### src/sv/ddce_pkg.sv
// ddce_pkg: shared widths, request and control-bit codes, scaling constants
// and the structs passed between the stages of the dds command encoder.
// No dependencies.
`timescale 1ns / 1ps

package ddce_pkg;

    localparam int NUM_CHANNELS = 2;

    localparam int REQ_W   = 3;
    localparam int FREQ_W  = 24;
    localparam int PHASE_W = 9;
    localparam int SHAPE_W = 2;
    localparam int WORD_W  = 16;
    localparam int MASK_W  = 2;
    localparam int WAVE_W  = 2;
    localparam int TW_W    = 28;
    localparam int HALF_W  = 14;
    localparam int PW_W    = 12;
    localparam int MAX_RES = 3;
    localparam int CNT_W   = 2;

    localparam logic [REQ_W-1:0] REQ_RESET     = 3'd0;
    localparam logic [REQ_W-1:0] REQ_SET_FREQ  = 3'd1;
    localparam logic [REQ_W-1:0] REQ_SET_PHASE = 3'd2;
    localparam logic [REQ_W-1:0] REQ_SET_WAVE  = 3'd3;
    localparam logic [REQ_W-1:0] REQ_QUERY     = 3'd4;

    localparam logic [SHAPE_W-1:0] SHAPE_SINE     = 2'd0;
    localparam logic [SHAPE_W-1:0] SHAPE_TRIANGLE = 2'd1;
    localparam logic [SHAPE_W-1:0] SHAPE_SQUARE   = 2'd2;
    localparam logic [SHAPE_W-1:0] SHAPE_KEEP     = 2'd3;

    localparam logic [WAVE_W-1:0] WAVE_SINE     = 2'd0;
    localparam logic [WAVE_W-1:0] WAVE_TRIANGLE = 2'd1;
    localparam logic [WAVE_W-1:0] WAVE_SQUARE   = 2'd2;

    localparam logic [WORD_W-1:0] CTL_B28     = 16'h2000;
    localparam logic [WORD_W-1:0] CTL_RESET   = 16'h0100;
    localparam logic [WORD_W-1:0] CTL_OPBITEN = 16'h0020;
    localparam logic [WORD_W-1:0] CTL_DIV2    = 16'h0008;
    localparam logic [WORD_W-1:0] CTL_MODE    = 16'h0002;
    localparam logic [WORD_W-1:0] ADDR_FREQ0  = 16'h4000;
    localparam logic [WORD_W-1:0] ADDR_PHASE0 = 16'hC000;

    // tuning word = floor(hz * 2^FREQ_SHIFT / FREQ_DIV), via reciprocal
    localparam int FREQ_SHIFT       = 14;
    localparam int FREQ_DIV         = 1000;
    localparam int FREQ_RECIP_SHIFT = 24;
    localparam int FREQ_RECIP_W     = 29;
    localparam logic [FREQ_RECIP_W-1:0] FREQ_RECIP =
        FREQ_RECIP_W'((64'd1 << (FREQ_SHIFT + FREQ_RECIP_SHIFT)) / FREQ_DIV);
    localparam int FREQ_PROD_W = FREQ_W + FREQ_RECIP_W;
    localparam int FREQ_Q_W    = FREQ_PROD_W - FREQ_RECIP_SHIFT;
    localparam int FREQ_NUM_W  = FREQ_W + FREQ_SHIFT;

    // phase word = floor(deg * 2^PHASE_SHIFT / PHASE_DIV), via reciprocal
    localparam int PHASE_SHIFT       = 9;
    localparam int PHASE_DIV         = 45;
    localparam int PHASE_RECIP_SHIFT = 9;
    localparam int PHASE_RECIP_W     = 13;
    localparam logic [PHASE_RECIP_W-1:0] PHASE_RECIP =
        PHASE_RECIP_W'((64'd1 << (PHASE_SHIFT + PHASE_RECIP_SHIFT)) / PHASE_DIV);
    localparam int PHASE_PROD_W = PHASE_W + PHASE_RECIP_W;
    localparam int PHASE_Q_W    = PHASE_PROD_W - PHASE_RECIP_SHIFT;
    localparam int PHASE_NUM_W  = PHASE_W + PHASE_SHIFT;

    typedef struct packed {
        logic [REQ_W-1:0]   req_type;
        logic               channel;
        logic               hold_reset;
        logic [FREQ_W-1:0]  frequency_hz;
        logic [PHASE_W-1:0] phase_degrees;
        logic [SHAPE_W-1:0] wave_shape;
    } t_req;

    typedef struct packed {
        t_req                    req;
        logic [FREQ_PROD_W-1:0]  freq_prod;
        logic [PHASE_PROD_W-1:0] phase_prod;
    } t_scaled;

    typedef struct packed {
        logic [CNT_W-1:0]                count;
        logic [MAX_RES-1:0][WORD_W-1:0]  words;
        logic [MASK_W-1:0]               mask;
        logic                            word_valid;
        logic [FREQ_W-1:0]               frequency;
        logic [WAVE_W-1:0]               wave;
    } t_res;

    function automatic logic [WAVE_W-1:0] shape_of(input logic [WORD_W-1:0] ctl);
        logic [WAVE_W-1:0] w;
        if ((ctl & CTL_MODE) != '0) begin
            w = WAVE_TRIANGLE;
        end else if ((ctl & (CTL_OPBITEN | CTL_DIV2)) != '0) begin
            w = WAVE_SQUARE;
        end else begin
            w = WAVE_SINE;
        end
        return w;
    endfunction

endpackage

### src/sv/ddce_out_buf.sv
// ddce_out_buf: result register holding up to three command words of one
// request and presenting them one transaction at a time. Depends on ddce_pkg.
`timescale 1ns / 1ps

module ddce_out_buf (
    input  logic                          i_clk,
    input  logic                          i_rst_n,
    input  logic                          i_push,
    input  ddce_pkg::t_res                i_res,
    output logic                          o_load_ok,
    output logic                          o_valid,
    input  logic                          i_ready,
    output logic [ddce_pkg::WORD_W-1:0]   o_spi_word,
    output logic [ddce_pkg::MASK_W-1:0]   o_select_mask,
    output logic                          o_word_valid,
    output logic                          o_last,
    output logic [ddce_pkg::FREQ_W-1:0]   o_channel_frequency,
    output logic [ddce_pkg::WAVE_W-1:0]   o_channel_wave
);

    logic [ddce_pkg::CNT_W-1:0] r_cnt;
    logic [ddce_pkg::CNT_W-1:0] n_cnt;
    ddce_pkg::t_res             r_res;
    logic                       pop;

    assign o_valid   = (r_cnt != 2'd0);
    assign pop       = o_valid && i_ready;
    assign o_load_ok = (r_cnt == 2'd0) || ((r_cnt == 2'd1) && i_ready);
    assign o_last    = (r_cnt == 2'd1);

    assign o_spi_word          = r_res.words[0];
    assign o_select_mask       = r_res.mask;
    assign o_word_valid        = r_res.word_valid;
    assign o_channel_frequency = r_res.frequency;
    assign o_channel_wave      = r_res.wave;

    always_comb begin
        if (i_push) begin
            n_cnt = i_res.count;
        end else if (pop) begin
            n_cnt = r_cnt - 2'd1;
        end else begin
            n_cnt = r_cnt;
        end
    end

    always_ff @(posedge i_clk) begin
        if (!i_rst_n) begin
            r_cnt <= '0;
        end else begin
            r_cnt <= n_cnt;
        end
    end

    always_ff @(posedge i_clk) begin
        if (i_push) begin
            r_res <= i_res;
        end else if (pop) begin
            r_res.words[0] <= r_res.words[1];
            r_res.words[1] <= r_res.words[2];
        end
    end

endmodule

### config.mk
export PLATFORM = sky130hd
export DESIGN_NAME = ddce_out_buf
export DESIGN_NICKNAME = d
export VERILOG_FILES = /design/src/sv/ddce_pkg.sv /design/src/sv/ddce_out_buf.sv
export SDC_FILE = /design/constraint.sdc
export NUM_CORES = 1
export LEC_CHECK = 0
export BUFFER_PORTS_ARGS = -buffer_cell sky130_fd_sc_hd__buf_2
export CORE_UTILIZATION = 52
export DETAILED_ROUTE_END_ITERATION = 8
export HOLD_SLACK_MARGIN = 0.15
export PLACE_DENSITY = 0.95
export SLEW_MARGIN = 20
export SYNTH_ARGS = -nofsm -noshare
export SYNTH_HDL_FRONTEND = slang
export SYNTH_SLANG_ARGS = --single-unit
### constraint.sdc
create_clock -name i_clk -period 3.2 [get_ports i_clk]
set_input_delay 0.32 -clock i_clk [delete_from_list [all_inputs] [get_ports i_clk]]
set_output_delay 0.32 -clock i_clk [all_outputs]
set_load 0.1 [all_outputs]
-- Yosys cells after proc, flatten, opt, wreduce, memory -nomap -nowiden
Cells that the tools add are included.
- register bits after elaboration: 79
- bits of input ports: 83
- output and inout port bits: 48
- logic and storage cells: 20
- add/subtract/negate cells: 1
- equal/unequal tests: 1
- muxes and demuxes: 4
- reductions and logical operators: 6
- operators with widths (cell ; count):
    2-to-1 mux 32 bit ; 2
    2-to-1 mux 2 bit ; 2
    nonzero test 2 bit ; 2
    equality test 2 x 1 -> 1 bit, second input constant ; 1
    logical AND 1 bit ; 2
    zero test 2 bit ; 1
    subtractor 2 x 1 -> 2 bit, second input constant ; 1
    logical OR 1 bit ; 1

-- Longest topological paths before layout
- word-level depth: 4
- gate-level depth with buffers: 5
- gate-level depth less buffers: 5

-- Worst setup path after synthesis
No wires, ideal clock.
- path kind: reg-to-output
- start: register r_cnt[0] in the netlist's numbering
- end: output o_load_ok
- arrival time: 2.002 ns
- data required time: 2.880 ns
- slack: 0.878 ns
- stages on the path, launching flop included: 5
- path buffers: 0
- path through: dfxtp_1 inv_1 ha_1 inv_1 nand2_1
- cells in the longest elaborated chain, start to end: 3
- elaborated cells on any way between the ends: 4
- those cells by class: 1 x eq/ne; 3 x reduce/logical
- RTL lines (what ; line ; text):
    start, declared ; ddce_out_buf.sv:21 ; logic [ddce_pkg::CNT_W-1:0] r_cnt;
    start signal, assigned ; ddce_out_buf.sv:51 ; r_cnt <= n_cnt;
    equality test 2 x 1 -> 1 bit ; ddce_out_buf.sv:28 ; assign o_load_ok = (r_cnt == 2'd0) || ((r_cnt == 2'd1) && i_ready);
    logical AND 1 bit ; ddce_out_buf.sv:28 ;
    logical OR 1 bit (*) ; ddce_out_buf.sv:28 ;
    end, declared ; ddce_out_buf.sv:10 ; output logic o_load_ok,
Mark *: on every way between the ends. The rest lies on a longest branch, timed or not.

-- Final worst setup path
- start: register r_cnt[0] in the netlist's numbering
- end: register r_res[48] in the netlist's numbering, enable pin
- cells in the longest elaborated chain, start to end: 3
- RTL lines (what ; line ; text):
    nonzero test 2 bit ; ddce_out_buf.sv:26 ; assign o_valid = (r_cnt != 2'd0);
    logical AND 1 bit ; ddce_out_buf.sv:27 ; assign pop = o_valid && i_ready;
    nonzero test 2 bit (no line) ; - ;
    end signal, assigned ; ddce_out_buf.sv:57 ; r_res <= i_res;
    end, declared ; ddce_out_buf.sv:23 ; ddce_pkg::t_res r_res;
Every way passes these cells.
A chain may end at the register's enable or synchronous reset.

==> out/qor.yml <==
clock_tree:
  clk_latency_ps: 330
  numCtsBuffers: 9
  cts_tree: "yes"
  cts_resized: 0
  hold_buffers: 39
  clockBufferDepth: 2
  path_clk_slew_ps: 70
  clock_sinks: 79
  post_cts_buffers: 0
  clock-root-buffer: "clkbuf_8"
  htree_levels: 3
global_routing:
  grt.met1_usage_pct: 18.6
  grt_use_met2_pct: 32.9
  grt_pass1_vias: 2027
  grt_use_total_pct: 19.2
  met3_usage_pct: 8.44
  grt_pass1_wl_um: 8970
  grt_overflow: 0
  top_usage_layer: "met2"
  antenna_found_initial: 0
  grt_max_degree: 39
critical_path:
  r2r-end: "r_res[48]"
  setup.worst_path.end_class: "flop"
  crit_family: "simple AND/OR/NAND/NOR gates"
  path_class: "flop to flop"
  crit_required_ps: 3170
  crit_fanout: 32
  r2r_setup_slack_ps: 1310
  cp.depth: 4
  crit_slowest_cell: "or2_2"
  crit_arrival_ps: 1860
  path_buf_inv: 1
  cp-start-kind: "flop"
  cp_cell_sequence: "inv_1, ha_1, and2b_1, or2_2"
  critical_path.max_stage_delay_ps: 600
  timing.rr.start: "r_cnt[0]"
  reg2reg_depth: 4
sta:
  report.final.setup_viol: 0
  worst_pin_slew_ps: 711
  period_minus_slack_ps: 1890
  rsz0062_at_grt: "no"
  post-route-period-util_pct: 59.2
  max_slew_margin_pct: 52.6
  maxSlewViolCount: 0
  finalClockSkew_ps: 6.69
  hold_viol_final: 0
  max_freq_mhz: 528
  tns_ps: 0
die:
  die_x_um: 82.0
  die_h_um: 82.0
  io_pins: 131
  core-area_mm2: 0.00606
  start_util_pct: 54.9
  num_rows: 28
  die_area_mm2: 0.00672
route:
  drt_iter0_markers: 53
  ant_nets: 0
  first_pass_iters: 6
  post-route-drc-count: 0
  via_per_inst: 4.71
  routed-via-count: 1851
  wire_per_inst_um: 15.9
  drt_wl_total_um: 6240
layout:
  layout-drive-gt1-share_pct: 56.6
  diodes: 0
  syn_to_final_growth_pct: 29.9
  layout_commonest_cell: "buf_2"
  layout_common_cells: "buf_2, edfxtp_1, dlygate4sd3_1, mux2_4, clkbuf_8"
  postLayoutCellArea_mm2: 0.00432
  final_nets: 398
pwr:
  combPwrFrac_pct: 24.3
  p_int_w: 0.00184
  p_sw_share_pct: 32.1
  p_leak_nw: 1.88
  vdd_drop_max_v: 0.000568
  power_switching_w: 0.000873
  clkPwrFrac_pct: 29.1
  fin_total_pwr_w: 0.00272
  p_per_area_mw_per_mm2: 629
  power.sequential.fraction_pct: 46.7
min_path:
  hold-path-endpoint: "r_res[67]"
  hp-class: "primary input to flop"
  hold_start: "i_res[67]"
  hold_depth: 1
synthesis:
  yosysSeqAreaShare_pct: 70.7
  mappedNetlistNets: 261
  ys_ff_latch: 79
  ys_types: 18
  synth_warnings: 0
  synthCells: 176
  synth.avg_cell_area_um2: 18.9
  synth_top_cell_by_area: "edfxtp_1"
  yosysTopAreaCellShare_pct: 69.5
  ys_top_cells_by_area: "edfxtp_1, mux2_4, buf_4"
  synth_area_mm2: 0.00333
outcome:
  outcome: "finished clean"
placed_design:
  dpl.hpwl_um: 3930
  gp_congestion: 0.690
  io_buffers: 130
  dpl_cell_area_mm2: 0.00369
flow_run:
  maxCapViolCount: 0
## worst max-delay path by stage
stage                  start       endpoint  slack, ps
detailed placement  r_cnt[0]      r_res[49]       1310
CTS                 r_cnt[0]      r_res[51]       1290
finish              r_cnt[0]      r_res[48]       1310
floorplan           r_cnt[0]      o_load_ok        880
global placement    r_cnt[0]  o_spi_word[2]       1400
global route        r_cnt[0]      r_res[51]       1210
## stage by stage
| step | utilization (%) | cells | worst slack (ps) | hold slack (ps) |
|---|---|---|---|---|
| final | 71.3 | 393 | 1310 | 181 |
| after global routing | 71.3 | 393 | 1210 | 150 |
| after CTS | 70.8 | 390 | 1290 | 151 |
| after detailed placement | 60.8 | 335 | 1310 | 498 |
| after global placement | 60.8 | 335 | 1400 | 497 |
| after floorplan | - | 176 | 878 | 419 |
## power by group through the flow
| stage | logic (W) | clock network [W] | registers (W) |
|---|---|---|---|
| floorplan | 0.000563 | 0 | 0.00129 |
| global placement | 0.000612 | 0 | 0.00128 |
| detailed placement | 0.000619 | 0 | 0.00129 |
| CTS | 0.000656 | 0.000803 | 0.00127 |
| global route | 0.000683 | 0.000848 | 0.00128 |
| finish | 0.000660 | 0.000790 | 0.00127 |
## cell usage after synthesis
cell and count:
a21boi_0 1, a21oi_1 1, and2b_1 1, buf_12 3, buf_4 44, buf_6 1
dfxtp_1 2, edfxtp_1 77, ha_1 2, inv_1 4, mux2_2 4, mux2_4 28
nand2_1 3, nand3b_1 1, o211ai_1 1, o21ai_0 1, or2_2 1, xnor2_1 1
## per-layer routing
layer | wire length (µm) | share of wire, % | vias up
li1 | - | - | 870
met4 | 144 | 2.3 | 0
met5 | 0 | 0 | -
met2 | 3210 | 51 | 110
met3 | 633 | 10 | 15
met1 | 2250 | 36 | 856
## sequential cells by signal (all words and copies together) (netlist names)
name	flops
o_channel_frequency	24
o_channel_wave	2
o_select_mask	2
o_spi_word	16
o_word_valid	1
r_cnt	2
r_res	32
## worst reg2reg max path, stage by stage (launching register included)
cell and delay, ps:
dfxtp_1 390, inv_1 70, ha_1 220, and2b_1 250, or2_2 600
## layout make-up
type | count | area (µm²)
clock buffers | 10 | 128
clock inverters | 6 | 85.1
fillers | 412 | 1740
inverters | 4 | 15.0
multi-input cells | 45 | 557
flip-flops and latches | 79 | 2350
well taps | 75 | 93.8
repair buffers | 174 | 1090
## kinds of logic (layout without fill, tap and decap cells)
family,count (synthesis),in the layout,synth area share (%)
AOI/OAI and AO/OA,4,4,0.752
xor gates and xnor gates,1,1,0.263
adders and majority gates,2,2,0.752
buffers and inverters,52,194,12.5
DFF,79,79,70.7
muxes,32,32,14.0
and+or+nand+nor,6,6,0.978
Note: power is estimated with default switching activity, not from simulation.
