## src/sv/ddce_pkg.sv

```systemverilog
// ddce_pkg: shared widths, request and control-bit codes, scaling constants
// and the structs passed between the stages of the dds command encoder.
// No dependencies.
`timescale 1ns / 1ps

package ddce_pkg;

    localparam int NUM_CHANNELS = 2;

    localparam int REQ_W   = 3;
    localparam int FREQ_W  = 24;
    localparam int PHASE_W = 9;
    localparam int SHAPE_W = 2;
    localparam int WORD_W  = 16;
    localparam int MASK_W  = 2;
    localparam int WAVE_W  = 2;
    localparam int TW_W    = 28;
    localparam int HALF_W  = 14;
    localparam int PW_W    = 12;
    localparam int MAX_RES = 3;
    localparam int CNT_W   = 2;

    localparam logic [REQ_W-1:0] REQ_RESET     = 3'd0;
    localparam logic [REQ_W-1:0] REQ_SET_FREQ  = 3'd1;
    localparam logic [REQ_W-1:0] REQ_SET_PHASE = 3'd2;
    localparam logic [REQ_W-1:0] REQ_SET_WAVE  = 3'd3;
    localparam logic [REQ_W-1:0] REQ_QUERY     = 3'd4;

    localparam logic [SHAPE_W-1:0] SHAPE_SINE     = 2'd0;
    localparam logic [SHAPE_W-1:0] SHAPE_TRIANGLE = 2'd1;
    localparam logic [SHAPE_W-1:0] SHAPE_SQUARE   = 2'd2;
    localparam logic [SHAPE_W-1:0] SHAPE_KEEP     = 2'd3;

    localparam logic [WAVE_W-1:0] WAVE_SINE     = 2'd0;
    localparam logic [WAVE_W-1:0] WAVE_TRIANGLE = 2'd1;
    localparam logic [WAVE_W-1:0] WAVE_SQUARE   = 2'd2;

    localparam logic [WORD_W-1:0] CTL_B28     = 16'h2000;
    localparam logic [WORD_W-1:0] CTL_RESET   = 16'h0100;
    localparam logic [WORD_W-1:0] CTL_OPBITEN = 16'h0020;
    localparam logic [WORD_W-1:0] CTL_DIV2    = 16'h0008;
    localparam logic [WORD_W-1:0] CTL_MODE    = 16'h0002;
    localparam logic [WORD_W-1:0] ADDR_FREQ0  = 16'h4000;
    localparam logic [WORD_W-1:0] ADDR_PHASE0 = 16'hC000;

    // tuning word = floor(hz * 2^FREQ_SHIFT / FREQ_DIV), via reciprocal
    localparam int FREQ_SHIFT       = 14;
    localparam int FREQ_DIV         = 1000;
    localparam int FREQ_RECIP_SHIFT = 24;
    localparam int FREQ_RECIP_W     = 29;
    localparam logic [FREQ_RECIP_W-1:0] FREQ_RECIP =
        FREQ_RECIP_W'((64'd1 << (FREQ_SHIFT + FREQ_RECIP_SHIFT)) / FREQ_DIV);
    localparam int FREQ_PROD_W = FREQ_W + FREQ_RECIP_W;
    localparam int FREQ_Q_W    = FREQ_PROD_W - FREQ_RECIP_SHIFT;
    localparam int FREQ_NUM_W  = FREQ_W + FREQ_SHIFT;

    // phase word = floor(deg * 2^PHASE_SHIFT / PHASE_DIV), via reciprocal
    localparam int PHASE_SHIFT       = 9;
    localparam int PHASE_DIV         = 45;
    localparam int PHASE_RECIP_SHIFT = 9;
    localparam int PHASE_RECIP_W     = 13;
    localparam logic [PHASE_RECIP_W-1:0] PHASE_RECIP =
        PHASE_RECIP_W'((64'd1 << (PHASE_SHIFT + PHASE_RECIP_SHIFT)) / PHASE_DIV);
    localparam int PHASE_PROD_W = PHASE_W + PHASE_RECIP_W;
    localparam int PHASE_Q_W    = PHASE_PROD_W - PHASE_RECIP_SHIFT;
    localparam int PHASE_NUM_W  = PHASE_W + PHASE_SHIFT;

    typedef struct packed {
        logic [REQ_W-1:0]   req_type;
        logic               channel;
        logic               hold_reset;
        logic [FREQ_W-1:0]  frequency_hz;
        logic [PHASE_W-1:0] phase_degrees;
        logic [SHAPE_W-1:0] wave_shape;
    } t_req;

    typedef struct packed {
        t_req                    req;
        logic [FREQ_PROD_W-1:0]  freq_prod;
        logic [PHASE_PROD_W-1:0] phase_prod;
    } t_scaled;

    typedef struct packed {
        logic [CNT_W-1:0]                count;
        logic [MAX_RES-1:0][WORD_W-1:0]  words;
        logic [MASK_W-1:0]               mask;
        logic                            word_valid;
        logic [FREQ_W-1:0]               frequency;
        logic [WAVE_W-1:0]               wave;
    } t_res;

    function automatic logic [WAVE_W-1:0] shape_of(input logic [WORD_W-1:0] ctl);
        logic [WAVE_W-1:0] w;
        if ((ctl & CTL_MODE) != '0) begin
            w = WAVE_TRIANGLE;
        end else if ((ctl & (CTL_OPBITEN | CTL_DIV2)) != '0) begin
            w = WAVE_SQUARE;
        end else begin
            w = WAVE_SINE;
        end
        return w;
    endfunction

endpackage

```

## src/sv/ddce_core.sv

```systemverilog
// ddce_core: quotient correction, channel shadow registers and command word
// assembly for one request per cycle while the output buffer accepts a load. Depends on ddce_pkg.
`timescale 1ns / 1ps

module ddce_core #(
    parameter int NUM_CHANNELS = ddce_pkg::NUM_CHANNELS
) (
    input  logic              i_clk,
    input  logic              i_rst_n,
    input  logic              i_valid,
    output logic              o_ready,
    input  ddce_pkg::t_scaled i_scaled,
    input  logic              i_load_ok,
    output logic              o_push,
    output ddce_pkg::t_res    o_res
);

    localparam logic HAS_CH1 = (NUM_CHANNELS > 1);

    logic [ddce_pkg::WORD_W-1:0]  r_ctl   [NUM_CHANNELS];
    logic [ddce_pkg::FREQ_W-1:0]  r_freq  [NUM_CHANNELS];
    logic [ddce_pkg::PHASE_W-1:0] r_phase [NUM_CHANNELS];

    ddce_pkg::t_req                   req;
    logic                             ch_ok;
    logic [ddce_pkg::WORD_W-1:0]      sel_ctl;
    logic [ddce_pkg::FREQ_W-1:0]      sel_freq;
    logic [ddce_pkg::FREQ_Q_W-1:0]    fq_est;
    logic [ddce_pkg::FREQ_NUM_W-1:0]  fnum;
    logic [ddce_pkg::FREQ_NUM_W-1:0]  frem;
    logic [ddce_pkg::FREQ_Q_W-1:0]    fq;
    logic [ddce_pkg::TW_W-1:0]        tw;
    logic [ddce_pkg::PHASE_Q_W-1:0]   pq_est;
    logic [ddce_pkg::PHASE_NUM_W-1:0] pnum;
    logic [ddce_pkg::PHASE_NUM_W-1:0] prem;
    logic [ddce_pkg::PHASE_Q_W-1:0]   pq;
    logic [ddce_pkg::WORD_W-1:0]      reset_ctl;
    logic [ddce_pkg::WORD_W-1:0]      wave_ctl;
    logic [ddce_pkg::MASK_W-1:0]      ch_mask;
    logic [ddce_pkg::MASK_W-1:0]      all_mask;
    logic                             upd;

    assign req      = i_scaled.req;
    assign ch_ok    = HAS_CH1 || !req.channel;
    assign ch_mask  = req.channel ? 2'b10 : 2'b01;
    assign all_mask = {HAS_CH1, 1'b1};

    always_comb begin
        sel_ctl  = '0;
        sel_freq = '0;
        for (int i = 0; i < NUM_CHANNELS; i++) begin
            if (i == int'(req.channel)) begin
                sel_ctl  = r_ctl[i];
                sel_freq = r_freq[i];
            end
        end
    end

    // quotient estimate is low by at most one
    always_comb begin
        fq_est = i_scaled.freq_prod[ddce_pkg::FREQ_PROD_W-1:ddce_pkg::FREQ_RECIP_SHIFT];
        fnum   = {req.frequency_hz, {ddce_pkg::FREQ_SHIFT{1'b0}}};
        frem   = fnum - ddce_pkg::FREQ_NUM_W'(fq_est)
                 * ddce_pkg::FREQ_NUM_W'(ddce_pkg::FREQ_DIV);
        fq     = fq_est
                 + ddce_pkg::FREQ_Q_W'(frem >= ddce_pkg::FREQ_NUM_W'(ddce_pkg::FREQ_DIV));
        tw     = fq[ddce_pkg::TW_W-1:0];

        pq_est = i_scaled.phase_prod[ddce_pkg::PHASE_PROD_W-1:ddce_pkg::PHASE_RECIP_SHIFT];
        pnum   = {req.phase_degrees, {ddce_pkg::PHASE_SHIFT{1'b0}}};
        prem   = pnum - ddce_pkg::PHASE_NUM_W'(pq_est)
                 * ddce_pkg::PHASE_NUM_W'(ddce_pkg::PHASE_DIV);
        pq     = pq_est
                 + ddce_pkg::PHASE_Q_W'(prem >= ddce_pkg::PHASE_NUM_W'(ddce_pkg::PHASE_DIV));
    end

    always_comb begin
        reset_ctl = ddce_pkg::CTL_B28 | (req.hold_reset ? ddce_pkg::CTL_RESET : '0);
        unique case (req.wave_shape)
            ddce_pkg::SHAPE_SINE: begin
                wave_ctl = sel_ctl & ~(ddce_pkg::CTL_MODE | ddce_pkg::CTL_OPBITEN
                                       | ddce_pkg::CTL_DIV2);
            end
            ddce_pkg::SHAPE_TRIANGLE: begin
                wave_ctl = (sel_ctl & ~(ddce_pkg::CTL_OPBITEN | ddce_pkg::CTL_DIV2))
                           | ddce_pkg::CTL_MODE;
            end
            ddce_pkg::SHAPE_SQUARE: begin
                wave_ctl = (sel_ctl & ~ddce_pkg::CTL_MODE) | ddce_pkg::CTL_OPBITEN
                           | ddce_pkg::CTL_DIV2;
            end
            ddce_pkg::SHAPE_KEEP: begin
                wave_ctl = sel_ctl;
            end
        endcase
    end

    always_comb begin
        o_res            = '0;
        o_res.word_valid = 1'b1;
        o_res.mask       = ch_mask;
        o_res.frequency  = sel_freq;
        o_res.wave       = ddce_pkg::shape_of(sel_ctl);
        unique case (req.req_type)
            ddce_pkg::REQ_RESET: begin
                o_res.count    = 2'd1;
                o_res.words[0] = reset_ctl;
                o_res.mask     = all_mask;
                if (ch_ok) begin
                    o_res.wave = ddce_pkg::shape_of(reset_ctl);
                end else begin
                    o_res.frequency = '0;
                    o_res.wave      = ddce_pkg::WAVE_SINE;
                end
            end
            ddce_pkg::REQ_SET_FREQ: begin
                o_res.count     = ch_ok ? 2'd3 : 2'd0;
                o_res.words[0]  = sel_ctl;
                o_res.words[1]  = ddce_pkg::ADDR_FREQ0
                                  | ddce_pkg::WORD_W'(tw[ddce_pkg::HALF_W-1:0]);
                o_res.words[2]  = ddce_pkg::ADDR_FREQ0
                                  | ddce_pkg::WORD_W'(tw[ddce_pkg::TW_W-1:ddce_pkg::HALF_W]);
                o_res.frequency = req.frequency_hz;
            end
            ddce_pkg::REQ_SET_PHASE: begin
                o_res.count    = ch_ok ? 2'd1 : 2'd0;
                o_res.words[0] = ddce_pkg::ADDR_PHASE0
                                 | ddce_pkg::WORD_W'(pq[ddce_pkg::PW_W-1:0]);
            end
            ddce_pkg::REQ_SET_WAVE: begin
                o_res.count    = ch_ok ? 2'd1 : 2'd0;
                o_res.words[0] = wave_ctl;
                o_res.wave     = ddce_pkg::shape_of(wave_ctl);
            end
            ddce_pkg::REQ_QUERY: begin
                o_res.count      = ch_ok ? 2'd1 : 2'd0;
                o_res.mask       = '0;
                o_res.word_valid = 1'b0;
            end
            default: begin
                o_res.count = 2'd0;
            end
        endcase
    end

    assign o_ready = (o_res.count == 2'd0) || i_load_ok;
    assign o_push  = i_valid && (o_res.count != 2'd0) && i_load_ok;
    assign upd     = o_push;

    always_ff @(posedge i_clk) begin
        if (!i_rst_n) begin
            for (int i = 0; i < NUM_CHANNELS; i++) begin
                r_ctl[i]   <= '0;
                r_freq[i]  <= '0;
                r_phase[i] <= '0;
            end
        end else if (upd) begin
            for (int i = 0; i < NUM_CHANNELS; i++) begin
                if (req.req_type == ddce_pkg::REQ_RESET) begin
                    r_ctl[i] <= reset_ctl;
                end else if (i == int'(req.channel)) begin
                    if (req.req_type == ddce_pkg::REQ_SET_FREQ) begin
                        r_freq[i] <= req.frequency_hz;
                    end
                    if (req.req_type == ddce_pkg::REQ_SET_PHASE) begin
                        r_phase[i] <= req.phase_degrees;
                    end
                    if (req.req_type == ddce_pkg::REQ_SET_WAVE) begin
                        r_ctl[i] <= wave_ctl;
                    end
                end
            end
        end
    end

endmodule

```

## config.mk

```make
export PLATFORM = sky130hd
export DESIGN_NAME = ddce_core
export DESIGN_NICKNAME = d
export VERILOG_FILES = /design/src/sv/ddce_pkg.sv /design/src/sv/ddce_core.sv
export SDC_FILE = /design/constraint.sdc
export NUM_CORES = 1
export LEC_CHECK = 0
export ABC_AREA = 1
export BUFFER_PORTS_ARGS = -buffer_cell sky130_fd_sc_hd__clkbuf_2
export CORE_AREA = 2 2 161 194
export CTS_BUF_LIST = sky130_fd_sc_hd__clkbuf_8 sky130_fd_sc_hd__clkbuf_16
export CTS_CLUSTER_SIZE = 40
export DETAILED_ROUTE_END_ITERATION = 8
export DIE_AREA = 0 0 163 196
export PLACE_DENSITY_LB_ADDON = 0.2
export SLEW_MARGIN = 0
export SYNTH_ARGS = -nofsm -noshare
export SYNTH_HDL_FRONTEND = slang
export SYNTH_SLANG_ARGS = --single-unit
```

## constraint.sdc

```tcl
create_clock -name i_clk -period 6.3 [get_ports i_clk]
set_input_delay 0 -clock i_clk [delete_from_list [all_inputs] [get_ports i_clk]]
set_output_delay 0 -clock i_clk [all_outputs]
set_load 0.02 [all_outputs]
```

## Word level (Yosys, flattened, before mapping)

Memories as Yosys holds them, arrays and structs flattened.
Index checks and enable logic that the tools add are counted.

- Register bits after elaboration: 0
- RAM bits: 80
- Input port bits: 119
- Output and inout port bits: 81
- Logic and storage cells: 85
- Memories kept: 2

Memory list:

| name | words | width | read ports | clocked after Yosys merged registers in | write ports | RTL line | source |
|---|---|---|---|---|---|---|---|
| r_freq | 2 | 24 | 2 | 0 | 2 | ddce_core.sv:21 | `logic [ddce_pkg::FREQ_W-1:0] r_freq [NUM_CHANNELS];` |
| r_ctl | 2 | 16 | 2 | 0 | 2 | ddce_core.sv:20 | `logic [ddce_pkg::WORD_W-1:0] r_ctl [NUM_CHANNELS];` |

- Add/sub/neg operators: 4
- Multiply operators: 2
- Order comparisons: 2
- Eq/ne operators: 7
- Multiplexer cells: 51
- Bitwise operators: 6
- Reduce and logical (&&, ||, !) cells: 11

Operators by type and width:

| cell | number |
|---|---|
| $pmux 16 s4 | 2 |
| $mux 24 | 4 |
| $mux 16 | 5 |
| $reduce_bool 16->1 | 3 |
| $ge 38x10->1 const B | 1 |
| $sub 38x38->38 | 1 |
| $mul 29x7->35 const B | 1 |
| $mux 31 | 1 |
| $add 28x1->28 | 1 |
| $mux 1 | 28 |
| $ge 18x6->1 const B | 1 |
| $mul 13x6->18 const B | 1 |
| $sub 18x18->18 | 1 |
| $mux 2 | 7 |
| $add 12x1->12 | 1 |
| $pmux 2 s2 | 3 |
| $mux 9 | 1 |
| $eq 3x2->1 const B | 2 |
| $or 1x1->1 | 6 |
| $eq 2x2->1 const B | 2 |
| $logic_not 2->1 | 2 |
| $reduce_or 4->1 | 1 |
| $eq 3x1->1 const B | 1 |
| $eq 3x3->1 const B | 1 |
| other kinds (5) | 6 |

## Depth between registers and ports, before layout

- Depth in word-level cells: 11
- Depth in mapped cells: 54

## Worst setup path before layout

No wires, ideal clock.

- Path type: input-to-output
- From: in i_scaled[50] (netlist name)
- To: out o_res[73] (netlist name)
- Arrival time: 6.981 ns
- Data required time: 6.300 ns
- Path slack: -0.681 ns
- Stages on the path: 45
- Cells stage by stage: inv_1 -> fa_1 -> fa_1 -> fa_1 -> inv_1 -> fa_1 -> ha_1 -> a21oi_1 -> nand2_2 -> nand2_1 -> nand2_1 -> nand2_1 -> nand2_1 -> a21boi_2 -> o21ai_2 -> a21boi_1 -> o21ai_1 -> xnor2_1 -> (+9 left out) -> o21ai_1 -> nor2_1 -> nand4_1 -> ha_1 -> ha_1 -> nand2_1 -> nor2_2 -> inv_1 -> nor3_2 -> nand2_1 -> nor2_2 -> nand2_1 -> nor2_2 -> nand4_1 -> inv_1 -> nand2_1 -> a21oi_1 -> o21a_1

RTL lines:

| what | RTL line | source |
|---|---|---|
| from (decl) | ddce_core.sv:12 | `input ddce_pkg::t_scaled i_scaled,` |
| to (decl) | ddce_core.sv:15 | `output ddce_pkg::t_res o_res` |

==> metrics.cfg <==
[run_status]
status = finished with violations
violations = negative setup slack

[worst_setup_path]
worstSetupPathType = primary input to output port
cpMostUsedCell = buf_6
crit_required_ns = 6.30
cp_slowest_cell = fa_2
slowest_delay_ns = 0.53
reg2reg_slack_ns = 4.93
cp-start-kind = primary input
crit_arrival_ns = 7.55
cp-end-kind = output port
cp_max_fo = 5

[routing]
drtIter0Drc = 586
routed_wl_um = 40840
drc = 0
drtAntennaViolNets = 0
via_per_inst = 5.043
drt_first_pass_iters = 5
num_vias = 13360
post_drt_wl_per_cell_um = 15.41

[yosys]
synth-seq-area-share = 0.1803
syn_inst = 1740
syn_avg_cell_area_um2 = 7.657
synth_top_area_frac = 0.2014
synth_area_leaders = fa_1, edfxtp_1, ha_1, inv_1, nand2_1
synth_edf_count = 80
yosys_most_used_dff = edfxtp_1
synth_most_common_cell = inv_1
syn_area_um2 = 13320
yosysUniqueCellTypes = 50
async_flop_share = 0
ys_ff_latch = 80
synth_area_leader_cell = fa_1
synthTopCellsByCount = inv_1, nand2_1, nor2_1
yosys_warnings = 0

[clock_tree]
clockBufferDepth = 2
htree_levels = 3
clkTransAtPathRegs_ns = 0.07
cts-buffers-inserted = 9
worstSkewPairLatency_ns = 0.35
clkSinkCount = 80
cts_root_buf = clkbuf_16
cts_tree = built

[timing]
relSlewSlack = 0.3716
drv_slew = 0
min_period_ns = 7.546
hold_viol = 0
rsz0062_at_grt = yes
fin_worst_skew_ns = 0.003888
timing.fmax_mhz = 132.5
fin_ws_ns = -1.246
setup-tns-final_ns = -23.23
setup_viol = 28
finalCritPeriodShare = 1.198
worst_pin_slew_ns = 0.9390

[floorplanning]
pin_count = 200
start_util = 0.4409
core_region_area_um2 = 30220
rows = 70
die_y_um = 196
die_x_um = 163
die_area_um2 = 31950

[placement]
place_hpwl_um = 33340
io_buffer_count = 164
dp_slack_ns = -1.612
gp_congestion = 0.9589

[cells_and_area]
fin_util = 0.6196
area_growth_pct = 40.52
fin_nets = 2643
drive_above_1_share = 0.3390
nFillCells = 2710
num_antenna_cells = 0

[global_route]
grt_max_degree = 60
grt_pass1_wl_um = 64900
grt-ovfl-total = 0
track_usage = 0.2548
grt_pass1_vias = 13450
antenna_found_initial = 0

[min_path]
hold_path.class = primary input to flop

[flow_run]
maxCapViolCount = 0

[path summary, 6_finish.rpt]
kind,from,to,cells past startpoint
worst min register to register,r_ctl[1][0],r_ctl[1][0],2
worst max-delay path,i_scaled[51],o_res[49],52
worst max register to register,r_ctl[1][13],r_ctl[0][13],5
worst min-delay path,i_scaled[105],r_freq[0][19],3
[layout make-up]
| class | instances | area (um^2) | share of cell area |
|---|---|---|---|
| clock buffer | 9 | 225.2 | 0.01203 |
| clock inverter | 7 | 52.55 | 0.002807 |
| inverter | 353 | 1345 | 0.07184 |
| multi-input combinational | 1282 | 10390 | 0.5548 |
| sequential | 80 | 2402 | 0.1283 |
| tap | 396 | 495.5 | 0.02647 |
| timing repair buffer | 523 | 3815 | 0.2038 |
[flip-flops by register name, summed over array words and instances (netlist names)]
name	cells
r_ctl	32
r_freq	48
[placed cells by master, fill, tap and decap left out, types with 7 or more instances in the layout]
master / n
o21bai_1: 11
nor2_4: 14
nand2_1: 278
nor3_2: 8
clkbuf_8: 9
mux2i_1: 11
nor3_1: 16
ha_4: 16
nand3_1: 77
ha_1: 124
inv_1: 328
o21ai_2: 12
o21ai_1: 16
nor2_2: 21
a21oi_1: 77
nor2_1: 169
a21o_1: 8
buf_6: 26
o21ai_0: 46
xor2_1: 15
nand4_1: 13
edfxtp_1: 80
clkbuf_16: 9
buf_4: 346
nand2_4: 12
inv_2: 18
o21ai_4: 7
xnor2_1: 20
nand3_2: 10
nand2_2: 35
clkbuf_2: 131
nand3b_1: 11
a31oi_1: 29
a21oi_2: 25
fa_1: 131
[critical path, delay by kind of cell]
| kind | cells | cell delay (ns) |
|---|---|---|
| xor+xnor | 1 | 0.11 |
| compound gates | 8 | 1.06 |
| buf+inv | 19 | 1.96 |
| fa+ha+maj | 8 | 2.96 |
| simple gates | 16 | 1.43 |
[logic make-up after synthesis]
logic type	share of synthesized area
buffers and inverters	0.1076
XOR/XNOR	0.02695
flip-flops	0.1803
AND/OR/NAND/NOR	0.2246
multiplexers	0.008265
AO/OA/AOI/OAI	0.1182
other	0.0002815
adder cells (fa/ha/maj)	0.3338
[stage by stage]
stage | cell area [um^2] | hold WS, ns | instances
final | 18720 | 0.005785 | 2650
after detailed placement | 17080 | 0.3218 | 2588
after CTS | 18010 | 0.001450 | 2626
after global routing | 18720 | 0.02523 | 2650
after global placement | 17080 | 0.3196 | 2588
after floorplan | 13470 | 0.08306 | 1741
[what timing repair did]
action	4_1_cts	5_1_grt
gates cloned	0	0
hold buffers	1	0
setup endpoints to repair	28	28
pin swaps	52	78
hold endpoints to repair	1	0
resized for setup	132	153
buffers inserted	22	25
[layer usage]
| layer | vias up | track usage | share of wire |
|---|---|---|---|
| li1 | 6647 | - | - |
| met2 | 315 | 0.4741 | 0.53 |
| met3 | 81 | 0.02833 | 0.038 |
| met4 | 0 | 0.1010 | 0.039 |
| met1 | 6320 | 0.2962 | 0.39 |
| met5 | - | 0 | 0 |
Power is left out: the tool's default activity adds up to more than one toggle a clock period on the data nets, which glitch-free logic cannot reach.
